`config.mk`:
```
export PLATFORM = sky130hd
export DESIGN_NAME = ics_front
export DESIGN_NICKNAME = d
export VERILOG_FILES = /design/src/hdl/ics_pkg.sv /design/src/hdl/ics_front.sv
export SDC_FILE = /design/constraint.sdc
export NUM_CORES = 1
export LEC_CHECK = 0
export ABC_AREA = 1
export BUFFER_PORTS_ARGS = -buffer_cell sky130_fd_sc_hd__buf_2
export CORE_UTILIZATION = 40
export CTS_CLUSTER_DIAMETER = 120
export CTS_CLUSTER_SIZE = 25
export DETAILED_ROUTE_END_ITERATION = 12
export PLACE_DENSITY_LB_ADDON = 0.12
export SETUP_SLACK_MARGIN = 0.05
export SYNTH_ARGS = -nofsm -noshare
export SYNTH_HDL_FRONTEND = slang
export SYNTH_SLANG_ARGS = --single-unit
```
`constraint.sdc`:
```
create_clock -name clk -period 9.41 [get_ports clk]
set_clock_uncertainty 0.15 [all_clocks]
set_input_delay 0.941 -clock clk [delete_from_list [all_inputs] [get_ports clk]]
set_output_delay 0.941 -clock clk [all_outputs]
set_load 0.005 [all_outputs]
```
`src/hdl/ics_pkg.sv`:
```
// -----------------------------------------------------------------------------
// ics_pkg
// Shared types, sizes and constants of the category softmax block.
// -----------------------------------------------------------------------------
package ics_pkg;

	localparam int MAX_ITEMS      = 64;
	localparam int MAX_CATEGORIES = 8;
	localparam int MAX_DIMS       = 4;

	localparam int ITEM_W = 6;
	localparam int CAT_W  = 3;
	localparam int DIM_W  = 2;
	localparam int COEF_W = 16;
	localparam int NCAT_W = 4;
	localparam int NDIM_W = 3;

	localparam int SLOPE_DEPTH = MAX_ITEMS * MAX_CATEGORIES * MAX_DIMS;
	localparam int SLOPE_AW    = $clog2(SLOPE_DEPTH);
	localparam int OFF_DEPTH   = MAX_ITEMS * MAX_CATEGORIES;
	localparam int OFF_AW      = $clog2(OFF_DEPTH);

	localparam int ACC_W  = 35;
	localparam int EXP_W  = 32;
	localparam int PROB_W = 17;
	localparam int SUM_W  = 35;
	localparam int NUM_W  = 49;

	localparam int QUEUE_DEPTH = 2;
	localparam int QPTR_W      = $clog2(QUEUE_DEPTH);
	localparam int QCNT_W      = $clog2(QUEUE_DEPTH + 1);

	localparam int TERMS = 13;

	localparam logic signed [31:0] LOG2E_Q30 = 32'sd1549082005;
	localparam logic [29:0]        LN2_Q30   = 30'd744261118;
	localparam logic signed [ACC_W-1:0] EXP_LIM = 35'sd201326592;

	typedef enum logic [1:0] {
		CMD_SLOPE   = 2'd0,
		CMD_OFFSET  = 2'd1,
		CMD_COMPUTE = 2'd2,
		CMD_NONE    = 2'd3
	} command_t;

	localparam logic REG_CATS = 1'b0;
	localparam logic REG_DIMS = 1'b1;

	typedef struct packed {
		logic [1:0]              command;
		logic [ITEM_W-1:0]       item;
		logic [CAT_W-1:0]        cat;
		logic [DIM_W-1:0]        dim;
		logic [COEF_W-1:0]       coef;
		logic [3:0][COEF_W-1:0]  ability;
		logic                    responded;
	} cmd_t;

	typedef struct packed {
		logic [NCAT_W-1:0] ncat;
		logic [NDIM_W-1:0] ndim;
	} cfg_t;

	// floor(2^32 / k), with k = 1 clipped to 32 bits
	function automatic logic [31:0] recip(input logic [3:0] k);
		logic [31:0] r;
		case (k)
			4'd1:    r = 32'hFFFF_FFFF;
			4'd2:    r = 32'h8000_0000;
			4'd3:    r = 32'h5555_5555;
			4'd4:    r = 32'h4000_0000;
			4'd5:    r = 32'h3333_3333;
			4'd6:    r = 32'h2AAA_AAAA;
			4'd7:    r = 32'h2492_4924;
			4'd8:    r = 32'h2000_0000;
			4'd9:    r = 32'h1C71_C71C;
			4'd10:   r = 32'h1999_9999;
			4'd11:   r = 32'h1745_D174;
			4'd12:   r = 32'h1555_5555;
			4'd13:   r = 32'h13B1_3B13;
			default: r = 32'h0000_0000;
		endcase
		return r;
	endfunction

endpackage

```
`src/hdl/ics_front.sv`:
```
// -----------------------------------------------------------------------------
// ics_front
// Accepts requests, drops unknown commands and queues the rest.
// -----------------------------------------------------------------------------
module ics_front (
	input  logic          clk,
	input  logic          arst_n,
	input  logic          start,
	output logic          busy,
	input  ics_pkg::cmd_t cmd_in,
	output logic          q_valid,
	output ics_pkg::cmd_t q_head,
	input  logic          q_pop
);

	ics_pkg::cmd_t                    queue_q [ics_pkg::QUEUE_DEPTH];
	logic [ics_pkg::QPTR_W-1:0]       wp_q;
	logic [ics_pkg::QPTR_W-1:0]       rp_q;
	logic [ics_pkg::QCNT_W-1:0]       cnt_q;
	logic                             push;
	logic                             pop;

	assign busy    = (cnt_q == ics_pkg::QCNT_W'(ics_pkg::QUEUE_DEPTH));
	assign push    = start && !busy && (cmd_in.command != ics_pkg::CMD_NONE);
	assign q_valid = (cnt_q != '0);
	assign pop     = q_pop && q_valid;
	assign q_head  = queue_q[rp_q];

	always_ff @(posedge clk) begin
		if (push) begin
			queue_q[wp_q] <= cmd_in;
		end
	end

	always_ff @(posedge clk or negedge arst_n) begin
		if (!arst_n) begin
			wp_q  <= '0;
			rp_q  <= '0;
			cnt_q <= '0;
		end else begin
			if (push) begin
				wp_q <= (wp_q == ics_pkg::QPTR_W'(ics_pkg::QUEUE_DEPTH - 1)) ? '0 : wp_q + 1'b1;
			end
			if (pop) begin
				rp_q <= (rp_q == ics_pkg::QPTR_W'(ics_pkg::QUEUE_DEPTH - 1)) ? '0 : rp_q + 1'b1;
			end
			if (push && !pop) begin
				cnt_q <= cnt_q + 1'b1;
			end else if (pop && !push) begin
				cnt_q <= cnt_q - 1'b1;
			end
		end
	end

endmodule

```
==> results of run 1 <==
[final timing paths]
path	from	endpoint	depth (start not counted)
max in group asynchronous	arst_n	rp_q$_DFFE_PN0P_	1
min	arst_n	wp_q$_DFFE_PN0N_	1
min in group clk	wp_q$_DFFE_PN0N_	wp_q$_DFFE_PN0N_	2
max	rp_q$_DFFE_PN0P_	q_head[9]	5
max reg2reg	rp_q$_DFFE_PN0P_	rp_q$_DFFE_PN0P_	4
min reg2reg	wp_q$_DFFE_PN0N_	wp_q$_DFFE_PN0N_	2
[cell usage after synthesis]
cell type / instances
nand2_1: 296
edfxtp_1: 188
buf_2: 14
buf_6: 7
inv_1: 6
dfrtp_1: 4
nand3_1: 3
nor2_1: 3
ha_1: 1
inv_2: 1
nand4_1: 1
xnor2_1: 1
[final cells by class]
type	count	share of cell area, %
multi-input cells	305	13.4
inverters	7	0.343
well taps	225	3.22
repair buffers	196	11.3
flip-flops and latches	192	65.7
clock inverters	11	1.06
clock buffers	20	4.99
[through the flow]
| step | setup slack [ns] | area (um2) | total power [mW] | std cells |
|---|---|---|---|---|
| after floorplan | 3.69 | 7090 | 1.61 | 525 |
| after global placement | 5.23 | 8220 | 1.90 | 925 |
| after detailed placement | 5.21 | 8220 | 1.91 | 925 |
| after CTS | 4.74 | 8750 | 2.57 | 956 |
| after global routing | 4.53 | 8750 | 2.69 | 956 |
| final | 4.88 | 8750 | 2.52 | 956 |
[flip-flops by register name, summed over array words and instances, names as in the netlist]
| register | flops |
|---|---|
| cnt_q | 2 |
| queue_q | 188 |
| rp_q | 1 |
| wp_q | 1 |
[layer usage]
| metal | up-vias | share of wire [%] | global-route usage [%] |
|---|---|---|---|
| li1 | 2154 | - | - |
| met1 | 1998 | 43 | 19.9 |
| met2 | 148 | 47 | 25.4 |
| met3 | 17 | 8.5 | 5.93 |
| met4 | 2 | 1.5 | 6.24 |
| met5 | - | 0.093 | 0 |
[worst max-delay path, delay by kind of cell (launching register included)]
kind                   cells  cell delay (ns)
buffers and inverters      3             1.60
flip-flops                 1             1.14
AND/OR/NAND/NOR            2             0.19
[cell families (layout without fill, tap and decap cells)]
logic type,after synthesis,in the layout
XOR/XNOR,1,1
buffers and inverters,28,234
adder cells (fa/ha/maj),1,1
flip-flops,192,192
AND/OR/NAND/NOR,303,303
[power by group through the flow]
stage | sequential [mW] | combinational (mW) | clock [mW]
floorplan | 1.18 | 0.429 | 0
global placement | 1.24 | 0.664 | 0
detailed placement | 1.24 | 0.670 | 0
CTS | 1.22 | 0.673 | 0.671
global route | 1.24 | 0.749 | 0.700
finish | 1.22 | 0.653 | 0.652
==> results by group, run 1 <==
Outcome
  • Outcome: finished, final reports clean

Layout
  • Commonest non-fill, non-tap cell in the layout: nand2_1
  • Share of cells above drive strength 1: 30.8%
  • Fill count: 1562
  • P&R area growth vs syn: 23.5%
  • Most frequent cells in the layout: nand2_1, buf_2, edfxtp_1, clkbuf_16, inv_1
  • Antenna diodes: 0
  • Util after Layout: 50.6%
  • Sequential cell area: 0.00575 mm2
  • Fin nets: 818
  • Area of the multi-input gates: 0.00117 mm2

Clock network
  • Clock Tree Buf Depth: 2
  • Post-CTS Setup Inserts: 0
  • Cts hold-fix bufs: 0
  • Clock sink count: 192
  • Clock transition at path regs: 0.06 ns
  • Root Driver: clkbuf_16
  • CTS tree: yes
  • CTS Buf Count: 17
  • H-Tree Depth: 4
  • PostCTS Resize Cnt: 0
  • Clock Latency Late Sink: 0.42 ns

Pwr
  • Switching power of the nets: 0.793 mW
  • Switch share: 31.4%
  • Power per cell area: 288 mW/mm2
  • Gate power share: 25.9%
  • Max VDD drop: 152 uV
  • Sequential share of power: 48.3%
  • Leak Pwr: 3.75 nW
  • Internal power: 1.73 mW
  • Clock power frac: 25.8%

Timing
  • Worst-Margin Slew: 1.09 ns
  • Final TNS setup: 0 ns
  • Hold Vio Cnt, Final: 0
  • Slew margin rel.: 27.2%
  • RSZ-0062 raised after global routing: no
  • Fmax: 221 MHz
  • Post-layout minimum cycle time: 4.53 ns
  • Final period util: 48.1%
  • Hold slack: 0.165 ns
  • Max Transition Viols Final: 0
  • Final setup violation count: 0

Critical path
  • Crit path required time: 8.32 ns
  • Critical path arrival: 3.44 ns
  • Endpoint class of the critical path: primary output
  • Crit-path max cell delay: 1.14 ns
  • CP max stage cell: dfrtp_4
  • R2r setup slk: 6.24 ns
  • Setup CP Type: flip-flop to primary output
  • CP startpoint kind: flip-flop
  • CP max FO: 96
  • CP Cell Sequence: clkinv_2, buf_4, nand2_1, nand2_1, buf_2
  • Cell mode on critical path: nand2_1

Synthesis
  • Library cells used by synthesis: 12
  • Largest family of logic cells by synthesized area: simple AND/OR/NAND/NOR gates
  • Mean Syn Cell Area: 13.5 um2
  • Sequential share of the synthesized area: 81.1%
  • Synth Area in XOR/XNOR: 0.124%
  • Yosys warns: 0
  • Compound-gate portion of the synthesized area: 0%
  • Post-synth top area cell: edfxtp_1
  • Simple-gate share of the synthesized area: 16.1%
  • Area contributors post-synth: edfxtp_1, nand2_1, dfrtp_1, buf_6, buf_2
  • Synthesized Nets: 624
  • Synth Area in Adders: 0.177%
  • Syn Inst Count: 525
  • Multiplexer area fraction after synthesis: 0%
  • Post-synthesis cell area: 0.00709 mm2
  • Register bit count reported by yosys: 192
  • Top-area cell type share of the netlist area: 79.7%

Hold path
  • Hold crit path type: primary input to async pin

Die
  • Core footprint: 0.0173 mm2
  • Die Wd: 135 um
  • Starting Density: 41.0%
  • Die Area: 0.0183 mm2
  • Rows: 48
  • Die H: 135 um
  • I/O pin cnt: 194

Route
  • Number of iterations in the first detailed-routing pass: 4
  • DR vias: 4319
  • Routed Antenna Nets: 0
  • DR WL/cell: 14.6 um
  • Initial DRC count: 243
  • Via/cell ratio: 4.52
  • Final WL: 13.9 mm
  • # DRC: 0

Global route
  • Initial antenna violation count: 1
  • Grt ovf: 0
  • First-pass GRT wire length: 21.6 mm
  • Largest net degree at the start of global routing: 97
  • GRT Resource Usage Total: 16.0%
  • Number of global-route vias before repair: 4299

Place
  • Post-DP HPWL: 8.58 mm
  • Number of port buffers: 193
  • Routability Congestion: 0.720

Job
  • Maxcap violations: 0
No activity file was read; power rests on OpenSTA's default activity.
==> inputs of run 2 (changes only) <==
==> constraint.sdc (replaced) <==
create_clock -name clk -period 3.7 [get_ports clk]
set_clock_uncertainty 0.15 [all_clocks]
set_input_delay 0.37 -clock clk [delete_from_list [all_inputs] [get_ports clk]]
set_output_delay 0.37 -clock clk [all_outputs]
set_load 0.005 [all_outputs]
==> run 2 against run 1 <==
  * Non-clock buffer count increased by 97
  * Combinational power increased to 3.0 times the previous value
  * Sequential power increased by 140%
  * Register-to-register slack got worse by 4.7 ns
  * Worst setup slack got worse by 3.8 ns
  * Largest power group unchanged
  * Die area unchanged
  * Design area increased by 12%
  * Via count increased by 10%
  * Sequential cell count unchanged
  * Global-route usage increased by 0.79 points
==> results by group, run 2 (same netlist as run 1, synthesis figures left out) <==
Global route
  • First-pass GRT wire length: 22.5 mm (+4.2%)
  • Initial antenna violation count: 0 (-1)
  • Number of global-route vias before repair: 4624 (+7.6%)
  • Largest net degree at the start of global routing: 96 (-1.0%)
  • Grt ovf: 0 (unchanged)
  • GRT Resource Usage Total: 16.8% (+0.79 points)

Die
  • I/O pin cnt: 194 (unchanged)
  • Starting Density: 41.0% (unchanged)
  • Die H: 135 um (unchanged)
  • Die Wd: 135 um (unchanged)
  • Rows: 48 (unchanged)
  • Die Area: 0.0183 mm2 (unchanged)
  • Core footprint: 0.0173 mm2 (unchanged)

Pwr
  • Internal power: 4.64 mW (+170%)
  • Clock power frac: 27.0% (+1.2 points)
  • Power per cell area: 684 mW/mm2 (+140%)
  • Switching power of the nets: 2.08 mW (+160%)
  • Sequential share of power: 43.7% (-4.6 points)
  • Leak Pwr: 4.20 nW (+12%)
  • Gate power share: 29.3% (+3.4 points)
  • Overall Power: 6.72 mW (+170%)
  • Max VDD drop: 328 uV (+120%)
  • Switch share: 30.9% (-0.50 points)

Timing
  • Worst-Margin Slew: 1.06 ns (-0.0301 ns)
  • Slew margin rel.: 29.2% (+2.0 points)
  • Setup ws final: 1.08 ns (-3.80 ns)
  • Post-layout minimum cycle time: 2.62 ns
  • Final setup violation count: 0 (unchanged)
  • Hold Vio Cnt, Final: 0 (unchanged)
  • Fmax: 382 MHz
  • Max Transition Viols Final: 0 (unchanged)
  • Final TNS setup: 0 ns (unchanged)
  • Hold slack: 0.0771 ns (-0.0876 ns)
  • Final period util: 70.8%
  • RSZ-0062 raised after global routing: no

Layout
  • Most frequent cells in the layout: nand2_1, buf_2, edfxtp_1, dlygate4sd3_1, clkbuf_16
  • Commonest non-fill, non-tap cell in the layout: nand2_1
  • Antenna diodes: 0 (unchanged)
  • Util after Layout: 56.8% (+6.2 points)
  • Top Registers: queue_q x188, cnt_q x2
  • Share of cells above drive strength 1: 27.9% (-2.9 points)
  • Cell area after layout: 0.00982 mm2 (+12%)
  • Largest register FFs: 188 (unchanged)
  • Fin nets: 915 (+12%)
  • Final cell count without fillers: 1054 (+10%)
  • Biggest register: queue_q
  • P&R area growth vs syn: 38.5%

Hold path
  • Hold crit path type: primary input to flip-flop
  • Worst Hold Depth: 3
  • Hold path start: q_pop
  • Worst Hold Path EP: rp_q$_DFFE_PN0P_

Route
  • Via/cell ratio: 4.53 (+0.17%)
  • # DRC: 0 (unchanged)
  • Final WL: 14.8 mm (+6.7%)
  • Number of iterations in the first detailed-routing pass: 4 (unchanged)
  • DR WL/cell: 14.1 um (-3.3%)
  • DR vias: 4770 (+10%)
  • Routed Antenna Nets: 0 (unchanged)
  • Initial DRC count: 195 (-20%)

Place
  • Placed cell area: 0.00827 mm2 (+0.64%)
  • Dpl ws: 1.44 ns (-3.77 ns)
  • Placed insts: 927 (+0.22%)
  • Number of port buffers: 193 (unchanged)
  • Post-DP HPWL: 8.86 mm (+3.2%)
  • Routability Congestion: 0.714 (-0.89%)

Critical path
  • CP startpoint kind: flip-flop
  • Endpoint class of the critical path: primary output
  • Crit path required time: 3.18 ns (-5.14 ns)
  • Reg2reg end: queue_q[1][4]$_DFFE_PP_
  • R2r setup slk: 1.50 ns (-4.74 ns)
  • Worst-case reg-to-reg path depth: 5 (+1)
  • Worst r2r src: cnt_q[0]$_DFFE_PN0P_
  • Critical path arrival: 2.10 ns (-1.34 ns)
  • Setup CP Type: flip-flop to primary output
  • CP max FO: 95 (-1.0%)

Job
  • Maxcap violations: 0 (unchanged)

Clock network
  • Clock sink count: 192 (unchanged)
  • PostCTS Resize Cnt: 0 (unchanged)
  • H-Tree Depth: 4 (unchanged)
  • Post-CTS Setup Inserts: 0 (unchanged)
  • Clock Tree Buf Depth: 2 (unchanged)
  • Clock transition at path regs: 0.06 ns (about the same)
  • CTS tree: yes
  • CTS Buf Count: 17 (unchanged)
  • Root Driver: clkbuf_16
  • Cts hold-fix bufs: 95 (+95)
  • Clock Latency Late Sink: 0.43 ns (about the same)

Outcome
  • Outcome: finished, final reports clean
==> run 2: cell types whose count changed in the layout (fill, tap and decap cells not counted), sizes merged <==
cell,previous run,this run
dlygate4sd3,0,95
clkbuf,20,17
buf,196,198
bufinv,1,3
clkinv,8,9
inv,7,8
==> run 2: cell type report <==
type | instances | area [um2]
fillers | 1431 | 7480
flip-flops and latches | 192 | 5750
repair buffers | 293 | 1990
multi-input cells | 305 | 1170
clock buffers | 17 | 425
well taps | 225 | 282
clock inverters | 15 | 166
inverters | 7 | 30.0
==> run 2: critical path, cell delays in order, from the launching register on <==
cell,delay [ns]
dfrtp_4,0.41
buf_4,0.75
nand2_1,0.14
nand2_1,0.14
buf_2,0.12
==> run 2: worst max-delay path by stage <==
stage	from	to	slack [ns]	cells past startpoint
after floorplan	cnt_q[0]$_DFFE_PN0P_	queue_q[1][0]$_DFFE_PP_	0.08	4
after global placement	cmd_in[92]	queue_q[1][16]$_DFFE_PP_	1.44	5
after detailed placement	cmd_in[92]	queue_q[0][75]$_DFFE_PP_	1.44	7
after CTS	rp_q$_DFFE_PN0P_	q_head[91]	1.08	4
after global routing	rp_q$_DFFE_PN0P_	q_head[58]	0.92	4
final	rp_q$_DFFE_PN0P_	q_head[57]	1.08	4
==> run 2: power by group through the flow <==
stage	clock network, mW	logic (mW)	registers, mW
2_1_floorplan	0	1.09	2.99
3_3_place_gp	0	1.92	2.97
3_5_place_dp	0	1.94	2.98
4_1_cts	1.85	2.03	2.93
5_1_grt	1.93	2.24	2.96
6_report	1.82	1.97	2.93
==> run 2: metal layers <==
| metal | wire [um] | global-route usage, % | up-vias |
|---|---|---|---|
| met4 | 232 | 6.49 | 0 |
| met2 | 7340 | 28.3 | 142 |
| met5 | 0 | 0 | - |
| li1 | - | - | 2351 |
| met1 | 6380 | 20.2 | 2258 |
| met3 | 883 | 5.22 | 19 |
